==> src/sv/assert_macros.svh <==
// ----------------------------------------------------------------------------
// Assertion macros
// Clocked concurrent assertion helpers for the controller RTL.
// ----------------------------------------------------------------------------
`ifndef ASSERT_MACROS_SVH
`define ASSERT_MACROS_SVH

// Property checked at every rising edge, suspended while reset is high.
`define ASSERT_CLK(label, clk, rst, prop, msg) \
   label: assert property (@(posedge clk) disable iff (rst) (prop)) else $error(msg);

// Implication whose consequent is checked in the cycle after the trigger.
`define ASSERT_NEXT(label, clk, rst, trig, prop, msg) \
   label: assert property (@(posedge clk) disable iff (rst) (trig) |=> (prop)) \
      else $error(msg);

`endif

==> src/sv/dssc_pkg.sv <==
// ----------------------------------------------------------------------------
// Slot stack controller package
// Transaction payload types, request kinds and register indexes.
// ----------------------------------------------------------------------------
`default_nettype none

package dssc_pkg;

   localparam int THR_W             = 8;
   localparam int CSR_IDX_W         = 2;
   localparam int SENSOR_W          = 4;
   localparam logic [THR_W-1:0] DEFAULT_THRESHOLD = 8'd10;

   localparam logic [CSR_IDX_W-1:0] CSR_FILL_THRESHOLD  = 2'd0;
   localparam logic [CSR_IDX_W-1:0] CSR_DRAIN_THRESHOLD = 2'd1;

   typedef enum logic [2:0] {
      KIND_TICK         = 3'd0,
      KIND_PUSH_REQ     = 3'd1,
      KIND_POP_REQ      = 3'd2,
      KIND_CONFIRM_PUSH = 3'd3,
      KIND_CONFIRM_POP  = 3'd4,
      KIND_CANCEL_PUSH  = 3'd5,
      KIND_SET_TYPE     = 3'd6
   } kind_type;

   localparam logic [1:0] STATUS_EMPTY = 2'd0;
   localparam logic [1:0] STATUS_SPACE = 2'd1;
   localparam logic [1:0] STATUS_FULL  = 2'd2;

   typedef struct packed {
      logic [2:0]          kind;
      logic [SENSOR_W-1:0] sensor_levels;
      logic                machine_disabled;
      logic [1:0]          item_type;
      logic [1:0]          query_slot;
   } req_payload_type;

   typedef struct packed {
      logic [1:0]          stack_status;
      logic [1:0]          target_slot;
      logic                slot_found;
      logic [SENSOR_W-1:0] pump_drive;
      logic [SENSOR_W-1:0] valve_drive;
      logic [2:0]          occupied_count;
      logic [SENSOR_W-1:0] occupied_mask;
      logic [1:0]          grab_type;
      logic [1:0]          queried_type;
   } rsp_payload_type;

   // Broadcast command to every slot lane.
   typedef struct packed {
      logic tick;
      logic disabled;
      logic confirm_push;
      logic drop;
   } lane_cmd_type;

endpackage

`default_nettype wire

==> src/sv/dssc_slot_lane.sv <==
// ----------------------------------------------------------------------------
// Slot lane
// Per-slot debounce counters, occupancy, suction flag and stored item type.
// ----------------------------------------------------------------------------
`default_nettype none

module dssc_slot_lane
   import dssc_pkg::*;
(
   input  wire logic             clock,
   input  wire logic             reset,
   input  wire lane_cmd_type     cmd,
   input  wire logic             sel,
   input  wire logic             sensor,
   input  wire logic [THR_W-1:0] fill_threshold,
   input  wire logic [THR_W-1:0] drain_threshold,
   input  wire logic [1:0]       latest_type,
   output logic                  occupied,
   output logic                  suction,
   output logic [1:0]            item_type
);

   logic             occ_ff, occ_in;
   logic             suct_ff, suct_in;
   logic [THR_W-1:0] fill_ff, fill_in;
   logic [THR_W-1:0] drain_ff, drain_in;
   logic [1:0]       type_ff, type_in;
   logic             occ_mid;

   always_comb begin
      occ_in   = occ_ff;
      suct_in  = suct_ff;
      fill_in  = fill_ff;
      drain_in = drain_ff;
      type_in  = type_ff;
      occ_mid  = occ_ff;
      if (cmd.tick) begin
         if (!occ_ff && !sensor) begin
            fill_in = (fill_ff == '1) ? fill_ff : fill_ff + 1'b1;
            if (fill_in >= fill_threshold) occ_mid = 1'b1;
         end else begin
            fill_in = '0;
         end
         occ_in = occ_mid;
         if (occ_mid && sensor) begin
            drain_in = (drain_ff == '1) ? drain_ff : drain_ff + 1'b1;
            if (drain_in >= drain_threshold) occ_in = 1'b0;
         end else begin
            drain_in = '0;
         end
         if (occ_ff && !occ_in) suct_in = 1'b0;
         if (cmd.disabled) begin
            occ_in   = 1'b0;
            suct_in  = 1'b0;
            fill_in  = '0;
            drain_in = '0;
         end
      end else if (sel && cmd.confirm_push) begin
         type_in = latest_type;
         suct_in = 1'b1;
      end else if (sel && cmd.drop) begin
         suct_in = 1'b0;
      end
   end

   always_ff @(posedge clock) begin
      if (reset) begin
         occ_ff   <= 1'b0;
         suct_ff  <= 1'b0;
         fill_ff  <= '0;
         drain_ff <= '0;
         type_ff  <= '0;
      end else begin
         occ_ff   <= occ_in;
         suct_ff  <= suct_in;
         fill_ff  <= fill_in;
         drain_ff <= drain_in;
         type_ff  <= type_in;
      end
   end

   assign occupied  = occ_ff;
   assign suction   = suct_ff;
   assign item_type = type_ff;

endmodule

`default_nettype wire

==> src/sv/dssc_merge.sv <==
// ----------------------------------------------------------------------------
// Lane merge
// Combines lane occupancy into highest used slot, push/pop targets and count.
// ----------------------------------------------------------------------------
`default_nettype none

module dssc_merge #(
   parameter int SLOT_COUNT = 4,
   parameter int TGT_W      = 2,
   parameter int CNT_W      = 3
) (
   input  wire logic [SLOT_COUNT-1:0] occupied_vec,
   output logic                       any_used,
   output logic                       top_used,
   output logic [TGT_W-1:0]           push_slot,
   output logic [TGT_W-1:0]           pop_slot,
   output logic [CNT_W-1:0]           used_count
);

   always_comb begin
      pop_slot   = '0;
      used_count = '0;
      for (int i = 0; i < SLOT_COUNT; i++) begin
         if (occupied_vec[i]) begin
            pop_slot   = TGT_W'(i);
            used_count = used_count + 1'b1;
         end
      end
   end

   assign any_used  = |occupied_vec;
   assign top_used  = occupied_vec[SLOT_COUNT-1];
   // lowest slot with nothing above it: one past the highest used slot
   assign push_slot = any_used ? TGT_W'(pop_slot + 1'b1) : '0;

endmodule

`default_nettype wire

==> src/sv/debounced_slot_stack_controller.sv <==
// ----------------------------------------------------------------------------
// Debounced slot stack controller
// Responses are registered: rsp_valid rises in the cycle after the request is accepted.
// Throughput: one transaction per cycle; a waiting response holds off the next
// request only until it is taken, since req_ready follows rsp_ready combinationally.
// Reset: synchronous, active high; slots empty, thresholds back to 10.
// ----------------------------------------------------------------------------
`default_nettype none
`include "assert_macros.svh"

module debounced_slot_stack_controller
   import dssc_pkg::*;
#(
   parameter int SLOT_COUNT = 4
) (
   input  wire logic                 clock,
   input  wire logic                 reset,
   input  wire logic                 req_valid,
   output logic                      req_ready,
   input  wire req_payload_type      req_payload,
   output logic                      rsp_valid,
   input  wire logic                 rsp_ready,
   output rsp_payload_type           rsp_payload,
   input  wire logic                 csr_we,
   input  wire logic [CSR_IDX_W-1:0] csr_index,
   input  wire logic [THR_W-1:0]     csr_wdata
);

   localparam int TGT_W = (SLOT_COUNT > 1) ? $clog2(SLOT_COUNT) : 1;
   localparam int CNT_W = $clog2(SLOT_COUNT + 1);

   logic [THR_W-1:0] fill_th_ff, drain_th_ff;
   logic [TGT_W-1:0] target_ff, target_in;
   logic [1:0]       latest_ff, latest_in;
   logic             rsp_valid_ff, rsp_valid_in;
   logic             found_ff, found_in;
   logic [1:0]       query_ff;

   lane_cmd_type    cmd;
   logic            accept;
   logic [SLOT_COUNT-1:0] occ_vec, suct_vec;
   logic [1:0]      type_vec [SLOT_COUNT];
   logic [SENSOR_W-1:0] pump_bits, valve_bits, mask_bits;
   logic            slots_set;

   logic             any_used, top_used;
   logic [TGT_W-1:0] push_slot, pop_slot;
   logic [CNT_W-1:0] used_count;

   assign req_ready = !rsp_valid_ff || rsp_ready;
   assign accept    = req_valid && req_ready;

   assign cmd.tick         = accept && (req_payload.kind == KIND_TICK);
   assign cmd.disabled     = req_payload.machine_disabled;
   assign cmd.confirm_push = accept && (req_payload.kind == KIND_CONFIRM_PUSH);
   assign cmd.drop         = accept && ((req_payload.kind == KIND_CONFIRM_POP) ||
                                        (req_payload.kind == KIND_CANCEL_PUSH));

   for (genvar i = 0; i < SLOT_COUNT; i++) begin : g_lane
      logic lane_sensor;
      if (i < SENSOR_W) begin : g_sens
         assign lane_sensor = req_payload.sensor_levels[i];
      end else begin : g_nosens
         assign lane_sensor = 1'b0;
      end
      dssc_slot_lane u_lane (
         .clock           (clock),
         .reset           (reset),
         .cmd             (cmd),
         .sel             (target_ff == TGT_W'(i)),
         .sensor          (lane_sensor),
         .fill_threshold  (fill_th_ff),
         .drain_threshold (drain_th_ff),
         .latest_type     (latest_ff),
         .occupied        (occ_vec[i]),
         .suction         (suct_vec[i]),
         .item_type       (type_vec[i])
      );
   end

   dssc_merge #(
      .SLOT_COUNT (SLOT_COUNT),
      .TGT_W      (TGT_W),
      .CNT_W      (CNT_W)
   ) u_merge (
      .occupied_vec (occ_vec),
      .any_used     (any_used),
      .top_used     (top_used),
      .push_slot    (push_slot),
      .pop_slot     (pop_slot),
      .used_count   (used_count)
   );

   always_comb begin
      target_in    = target_ff;
      latest_in    = latest_ff;
      found_in     = found_ff;
      rsp_valid_in = rsp_valid_ff;
      if (rsp_ready) rsp_valid_in = 1'b0;
      if (accept) begin
         rsp_valid_in = 1'b1;
         found_in     = 1'b0;
         case (req_payload.kind)
            KIND_PUSH_REQ: begin
               if (!top_used) begin
                  target_in = push_slot;
                  found_in  = 1'b1;
               end
            end
            KIND_POP_REQ: begin
               if (any_used) begin
                  target_in = pop_slot;
                  found_in  = 1'b1;
               end
            end
            KIND_CONFIRM_POP: latest_in = type_vec[target_ff];
            KIND_SET_TYPE:    latest_in = req_payload.item_type;
            default: ;
         endcase
      end
   end

   always_ff @(posedge clock) begin
      if (reset) begin
         fill_th_ff   <= DEFAULT_THRESHOLD;
         drain_th_ff  <= DEFAULT_THRESHOLD;
         target_ff    <= '0;
         latest_ff    <= '0;
         rsp_valid_ff <= 1'b0;
         found_ff     <= 1'b0;
      end else begin
         target_ff    <= target_in;
         latest_ff    <= latest_in;
         rsp_valid_ff <= rsp_valid_in;
         found_ff     <= found_in;
         if (csr_we && (csr_index == CSR_FILL_THRESHOLD))  fill_th_ff  <= csr_wdata;
         if (csr_we && (csr_index == CSR_DRAIN_THRESHOLD)) drain_th_ff <= csr_wdata;
      end
   end

   always_ff @(posedge clock) begin
      if (accept) query_ff <= req_payload.query_slot;
   end

   for (genvar k = 0; k < SENSOR_W; k++) begin : g_drive
      if (k < SLOT_COUNT) begin : g_live
         assign pump_bits[k]  = suct_vec[k];
         assign valve_bits[k] = !suct_vec[k];
         assign mask_bits[k]  = occ_vec[k];
      end else begin : g_none
         assign pump_bits[k]  = 1'b0;
         assign valve_bits[k] = 1'b0;
         assign mask_bits[k]  = 1'b0;
      end
   end

   always_comb begin
      rsp_payload                = '0;
      rsp_payload.stack_status   = !any_used ? STATUS_EMPTY :
                                   (top_used ? STATUS_FULL : STATUS_SPACE);
      rsp_payload.target_slot    = 2'(target_ff);
      rsp_payload.slot_found     = found_ff;
      rsp_payload.pump_drive     = pump_bits;
      rsp_payload.valve_drive    = valve_bits;
      rsp_payload.occupied_count = 3'(used_count);
      rsp_payload.occupied_mask  = mask_bits;
      rsp_payload.grab_type      = latest_ff;
      rsp_payload.queried_type   = (32'(query_ff) < SLOT_COUNT) ?
                                   type_vec[TGT_W'(query_ff)] : 2'd0;
   end

   assign rsp_valid = rsp_valid_ff;
   assign slots_set = |{suct_vec, occ_vec};

   `ASSERT_CLK(a_stall_only_on_rsp, clock, reset, !req_ready |-> rsp_valid_ff, "request stalled")
   `ASSERT_CLK(a_count_matches_any, clock, reset, (used_count == '0) == !any_used, "bad count")
   `ASSERT_CLK(a_drive_disjoint, clock, reset, (pump_bits & valve_bits) == '0, "drive overlap")
   `ASSERT_NEXT(a_dis_clears, clock, reset, cmd.tick && cmd.disabled, !slots_set, "not cleared")

endmodule

`default_nettype wire

==> config.mk <==
export PLATFORM = sky130hd
export DESIGN_NAME = debounced_slot_stack_controller
export DESIGN_NICKNAME = d
export VERILOG_FILES = /design/src/sv/dssc_pkg.sv /design/src/sv/dssc_slot_lane.sv /design/src/sv/dssc_merge.sv /design/src/sv/debounced_slot_stack_controller.sv
export VERILOG_INCLUDE_DIRS = /design/src /design/src/sv
export SDC_FILE = /design/constraint.sdc
export NUM_CORES = 1
export LEC_CHECK = 0
export BUFFER_PORTS_ARGS = -buffer_cell sky130_fd_sc_hd__buf_2
export CORE_MARGIN = 4
export CORE_UTILIZATION = 45
export DETAILED_ROUTE_END_ITERATION = 10
export GPL_TIMING_DRIVEN = 0
export PLACE_DENSITY = 0.74
export SYNTH_ARGS = -nofsm -noshare
export SYNTH_HDL_FRONTEND = slang
export SYNTH_SLANG_ARGS = --single-unit
==> constraint.sdc <==
create_clock -name clock -period 6.2 [get_ports clock]
set_input_delay 0.31 -clock clock [delete_from_list [all_inputs] [get_ports clock]]
set_output_delay 0.31 -clock clock [all_outputs]
set_load 0.01 [all_outputs]
## After elaboration in Yosys (flattened, before gate mapping)

Cells that the tools add are included.

- $lt $le $gt $ge: 10
- Reductions and logical operators: 66
- $add $sub $neg: 12
- Bitwise operators: 3
- Equal/unequal tests: 24
- Mux-type cells: 97

Operator list:

| cell | count |
|---|---|
| $mux 8 | 24 |
| $add 8x1->8 const B | 8 |
| $eq 8x8->1 const B | 8 |
| $ge 8x8->1 | 8 |
| $mux 1 | 54 |
| $logic_and 1x1->1 | 26 |
| $mux 2 | 11 |
| $reduce_and 2->1 | 9 |
| $logic_not 1->1 | 17 |
| $ne 3x2->1 const B | 4 |
| $reduce_bool 3->1 | 4 |
| $eq 3x3->1 const B | 3 |
| $mux 3 | 3 |
| $bmux 2 s2 | 2 |
| $pmux 2 s2 | 2 |
| $add 3x1->3 const B | 2 |
| $eq 3x2->1 const B | 2 |
| $ge 3x3->1 const B | 2 |
| $not 2->3 | 2 |
| $reduce_bool 2->1 | 3 |
| $eq 2x1->1 const B | 2 |
| $eq 2x2->1 const B | 2 |
| $logic_not 2->1 | 2 |
| $ne 2x2->1 const B | 2 |
| other kinds (9) | 10 |

- Input bits: 27
- Output and inout bits: 26
- Word-level logic and storage cells: 239
- Register bits after elaboration: 104

## Depth between registers and ports, before layout

- Depth in word-level cells: 14
- Gate-level depth with buffers: 11
- Depth with buffers taken out: 11

## By module

Synthesis repeated with hierarchy kept, for this count alone.

- Cell total of the unflattened synthesis: 936
- Area, all modules: 7512.2 um^2

By module, submodules not included:

| module | times used | area each (um^2) | cells an instance |
|---|---|---|---|
| dssc_slot_lane | 4 | 1542.7 | 198 |
| debounced_slot_stack_controller | 1 | 1157.4 | 117 |
| dssc_merge | 1 | 183.9 | 27 |

## Worst setup path after synthesis

Ideal clock, no wire load.

- Kind: register -> register
- Start: register g_lane[3].u_lane.fill_ff[0]
- End: register g_lane[3].u_lane.occ_ff
- Data required time: 6.078 ns
- Path buffers: 0
- Path slack: 3.579 ns
- Cell stages (with the launch flop): 11
- Arrival time: 2.499 ns
- Cell sequence: dfxtp_1 ha_1 and3_1 nand3_1 nand3_1 o21a_1 ha_1 a21o_1 a2111oi_0 a2111oi_0 a311o_1

- Word-level cells in the longest chain between the ends: 10
- Elaborated cells on any way between the ends: 12
- Classes of those cells: add/sub: 1; order compare: 1; eq/ne: 1; mux: 8; reduce/logical: 1

Ends and longest elaborated chain:

| element | line | RTL |
|---|---|---|
| start, declared | dssc_slot_lane.sv:25 | `logic [THR_W-1:0] fill_ff, fill_in;` |
| start signal, assigned | dssc_slot_lane.sv:76 | `fill_ff <= fill_in;` |
| $add 8x1->8 / $eq 8x8->1 (equally long branches) | dssc_slot_lane.sv:39 | `fill_in = (fill_ff == '1) ? fill_ff : fill_ff + 1'b1;` |
| $mux 8 * | dssc_slot_lane.sv:39 |  |
| $ge 8x8->1 * | dssc_slot_lane.sv:40 | `if (fill_in >= fill_threshold) occ_mid = 1'b1;` |
| $mux 1 * | dssc_slot_lane.sv:40 |  |
| $mux 1 * | dssc_slot_lane.sv:38 | `if (!occ_ff && !sensor) begin` |
| $mux 1 * | dssc_slot_lane.sv:37 | `if (cmd.tick) begin` |
| $mux 1 / $logic_and 1x1->1 (equally long branches) | dssc_slot_lane.sv:47, dssc_slot_lane.sv:45 |  |
| $mux 1 * | dssc_slot_lane.sv:45 | `if (occ_mid && sensor) begin` |
| $mux 1 * | dssc_slot_lane.sv:37 |  |
| $mux 1 * | dssc_slot_lane.sv:52 | `if (cmd.disabled) begin` |
| end signal, assigned | dssc_slot_lane.sv:74 | `occ_ff <= occ_in;` |
| end, declared | dssc_slot_lane.sv:23 | `logic occ_ff, occ_in;` |

Every way passes the cells marked *; elsewhere a longest branch is shown, timed or not. The select of a mux whose other input is x is not followed.
A chain may end at the register's enable or synchronous reset.

## Final worst setup path

- Start: register g_lane[0].u_lane.drain_ff[0]
- End: register g_lane[0].u_lane.suct_ff

- Word-level cells in the longest chain between the ends: 10
- Elaborated cells on any way between the ends: 11
- Classes of those cells: add/sub: 1; order compare: 1; eq/ne: 2; mux: 4; reduce/logical: 3

Ends and longest elaborated chain:

| element | line | RTL |
|---|---|---|
| start, declared | dssc_slot_lane.sv:26 | `logic [THR_W-1:0] drain_ff, drain_in;` |
| start signal, assigned | dssc_slot_lane.sv:77 | `drain_ff <= drain_in;` |
| $add 8x1->8 / $eq 8x8->1 (equally long branches) | dssc_slot_lane.sv:46 | `drain_in = (drain_ff == '1) ? drain_ff : drain_ff + 1'b1;` |
| $mux 8 * | dssc_slot_lane.sv:46 |  |
| $ge 8x8->1 * | dssc_slot_lane.sv:47 | `if (drain_in >= drain_threshold) occ_in = 1'b0;` |
| $mux 1 * | dssc_slot_lane.sv:47 |  |
| $mux 1 * | dssc_slot_lane.sv:45 |  |
| $mux 1 * | dssc_slot_lane.sv:37 |  |
| $logic_not 1->1 * | dssc_slot_lane.sv:51 | `if (occ_ff && !occ_in) suct_in = 1'b0;` |
| $logic_and 1x1->1 * | dssc_slot_lane.sv:51 |  |
| $ne 3x2->1 (no source line) * | -- |  |
| $reduce_and 2->1 (no source line) * | -- |  |
| end signal, assigned | dssc_slot_lane.sv:75 | `suct_ff <= suct_in;` |
| end, declared | dssc_slot_lane.sv:24 | `logic suct_ff, suct_in;` |

Marked as above.

==> metrics.md <==
| Metric | Value |
|---|---|
| Final hold slack | 119.6 ps |
| Power per cell area | 173.5 nW/µm² |
| Row Count | 45 |
| Max-slew violations | 0 |
| Gate count of the mapped netlist | 862 |
| Setup repair after global routing missed its margin | false |
| Number of clock sinks | 104 |
| Chip Height | 134.4 µm |
| Transition time at the pin with the least slew margin | 945.1 ps |
| Run status | finished clean |
| Combined area of all synthesized cells | 7189 µm² |
| Data arrival, critical path | 3590 ps |
| Clock tree from TritonCTS | built |
| Total detailed-routing wirelength | 20030 µm |
| Library cell with the highest instance count after synthesis | sky130_fd_sc_hd__dfxtp_1 |
| Fillers | 1510 |
| Synth Register Bits | 104 |
| Final-report setup violation count | 0 |
| Timing-limited maximum frequency | 301.7 MHz |
| First-pass detailed-route iteration total | 5 |
| Net Count, Synth | 964 |
| RD Place Congestion | 0.8924 |
| Maximum VDD drop | 175.2 µV |
| Clock network latency to the later pin of the worst-skew pair | 360 ps |
| Time the final worst path needs with I/O delays and setup | 3315 ps |
| Total clock buffers created by CTS | 9 |
| Number of maximum-capacitance constraint violations | 0 |
| Maximum fanout count along the critical path | 6 |
| Gr ovfl total | 0 |
| DRC violation count after routing | 0 |
| Final setup TNS | 0 ps |
| Crit share post-route | 0.5347 |
| Antenna-violating nets left | 0 |
| Starting density of the core | 0.4660 |
| Post-CTS repair timing setup buffer count | 0 |
| Clock Tree Root | sky130_fd_sc_hd__clkbuf_16 |
| Detailed Place HPWL | 15010 µm |
| Type of the setup path with the least slack | flop to flop |
| Fin nets | 1027 |
| Leakage power summed over all cells | 3.389 nW |
| Top FF cell, synth | sky130_fd_sc_hd__dfxtp_1 |
| Critical path required time | 6470 ps |
| Number of warnings issued by yosys | 0 |
| Overall global routing resource usage | 0.2242 |
| Number of distinct library cells after synthesis | 74 |
| CTS resizes | 0 |
| Post-DR wirelength/cell | 17.54 µm |
| Hold violation total from the final report | 0 |
| Count of routing violations after the opening detailed-route iteration | 560 |
| Boundary pin count | 53 |
| Slew HR | 0.3685 |
| Setup slack after placement | 2984 ps |
| Largest net degree at the start of global routing | 19 |
| Core area | 15430 µm² |
| Commonest cells in the synthesized netlist | 102 x sky130_fd_sc_hd__dfxtp_1, 80 x sky130_fd_sc_hd__nor2_1, 75 x sky130_fd_sc_hd__a21oi_1, 75 x sky130_fd_sc_hd__ha_1, 67 x sky130_fd_sc_hd__nand2_1 |
| Setup crit start kind | flop |
| Relative area change from synthesis to final layout | 11.52% |
| Share of cells above drive strength 1 | 0.1398 |
| Final worst setup slack | 2885 ps |
| Global-route wire length before repair | 32320 µm |
| Avg Inst Size Synth | 8.340 µm² |
| Post-synth EDFFs | 2 |
| Via count of the routed design | 6726 |
| Clk slew on worst S/H paths | 80 ps |
| Via count of the first global-routing pass | 6269 |
| Area of the die | 18060 µm² |
| Width of the die | 134.4 µm |
| Share of the synthesized area in the top cell type | 0.2840 |
| Bufs on Longest Clock Path | 2 |
| Endpoint class of the critical path | flop |
| Worst hold path class | input port to flop |
| Ranking of synthesized cells by area | sky130_fd_sc_hd__dfxtp_1 28%, sky130_fd_sc_hd__ha_1 13%, sky130_fd_sc_hd__a21oi_1 5.2%, sky130_fd_sc_hd__nor2_1 4.2%, sky130_fd_sc_hd__nand2_1 3.5% |
| Cts-stage hold buffer count | 0 |
| Asr flop ratio synth | 0 |
| Dominant cell type by area after synthesis | sky130_fd_sc_hd__dfxtp_1 |
| Count of buffers inserted at the top-level ports | 52 |
| Fin Clk Skew | 10.22 ps |
| Depth of the CTS H-tree | 3 |
| Initial antenna violation count | 0 |
| Sequential-to-total area share from yosys stat | 0.2924 |
| Via/cell ratio | 5.890 |
## placed cells by master, fill, tap and decap left out, types with 18 or more instances in the layout
| cell type | n |
|---|---|
| sky130_fd_sc_hd__nor2_1 | 80 |
| sky130_fd_sc_hd__inv_1 | 34 |
| sky130_fd_sc_hd__ha_1 | 75 |
| sky130_fd_sc_hd__buf_2 | 61 |
| sky130_fd_sc_hd__nand2_1 | 67 |
| sky130_fd_sc_hd__and3_1 | 20 |
| sky130_fd_sc_hd__nand3_1 | 39 |
| sky130_fd_sc_hd__a21oi_1 | 75 |
| sky130_fd_sc_hd__nor3_1 | 24 |
| sky130_fd_sc_hd__o21ai_0 | 35 |
| sky130_fd_sc_hd__mux2i_1 | 18 |
| sky130_fd_sc_hd__clkbuf_1 | 18 |
| sky130_fd_sc_hd__dfxtp_1 | 102 |
## through the flow
step / utilization / power [mW] / cells / cell area (µm²)
after floorplan: - / 0.7565 / 862 / 7189
after CTS: 0.5195 / 1.392 / 1141 / 8015
after detailed placement: 0.5000 / 0.8002 / 1125 / 7714
after global routing: 0.5195 / 1.433 / 1141 / 8015
final: 0.5197 / 1.391 / 1142 / 8018
after global placement: 0.5000 / 0.7984 / 1125 / 7714
## final timing paths
kind / to / cells past startpoint / slack [ps] / start
worst max-delay path: g_lane[0].u_lane.suction / 10 / 2890 / g_lane[0].u_lane.drain_ff[0]
worst min-delay path: query_ff[1] / 1 / 120 / req_payload[1]
worst max register to register: g_lane[0].u_lane.suction / 10 / 2890 / g_lane[0].u_lane.drain_ff[0]
worst min register to register: found_ff / 2 / 470 / found_ff
## report_power, final
group | internal (mW) | switching [mW]
registers | 0.676 | 0.00477
logic | 0.0344 | 0.0720
clock network | 0.319 | 0.285
## logic make-up after synthesis
kind of cell | count (synthesis) | share of synthesized area
and+or+nand+nor | 306 | 0.2177
muxes | 39 | 0.06422
adders and majority gates | 75 | 0.1305
buffers and inverters | 76 | 0.04699
AOI/OAI and AO/OA | 240 | 0.2214
DFF | 104 | 0.2924
xor gates and xnor gates | 22 | 0.02680
## final cells by class
| class | count | area, µm² | area share |
|---|---|---|---|
| clock inverters | 6 | 72.57 | 0.009051 |
| diodes | 1 | 2.502 | 0.0003121 |
| multi-input cells | 682 | 4750 | 0.5924 |
| plain buffers | 39 | 198.9 | 0.02481 |
| repair buffers | 52 | 260.3 | 0.03246 |
| flip-flops and latches | 104 | 2102 | 0.2622 |
| well taps | 211 | 264.0 | 0.03293 |
| clock buffers | 10 | 229.0 | 0.02856 |
| inverters | 37 | 138.9 | 0.01732 |
## registers in the layout (all words and copies together), names as in the netlist, 4 cells and up
name and cells:
g_lane.u_lane.item_type 8, g_lane.u_lane.fill_ff 32, g_lane.u_lane.drain_ff 32, fill_th_ff 8
drain_th_ff 8, g_lane.u_lane.suction 4, g_lane.u_lane.occupied 4
## worst max-delay path, stage by stage (launching register included)
cell and delay (ps):
sky130_fd_sc_hd__dfxtp_1 420, sky130_fd_sc_hd__ha_1 270, sky130_fd_sc_hd__and2_0 280, sky130_fd_sc_hd__a41oi_1 150, sky130_fd_sc_hd__a31oi_1 300, sky130_fd_sc_hd__ha_1 310, sky130_fd_sc_hd__a21o_1 180, sky130_fd_sc_hd__a221o_1 350
sky130_fd_sc_hd__a22oi_1 440, sky130_fd_sc_hd__a2111oi_0 240, sky130_fd_sc_hd__a211oi_1 280
## routing by layer
| layer | global-route usage | part of all wire | vias to the layer above |
|---|---|---|---|
| li1 | - | - | 3326 |
| met1 | 0.3154 | 0.48 | 3134 |
| met2 | 0.3397 | 0.43 | 226 |
| met3 | 0.03826 | 0.060 | 40 |
| met4 | 0.09389 | 0.030 | 0 |
| met5 | 0 | 0 | - |
Power figures use the tool's default switching activity.
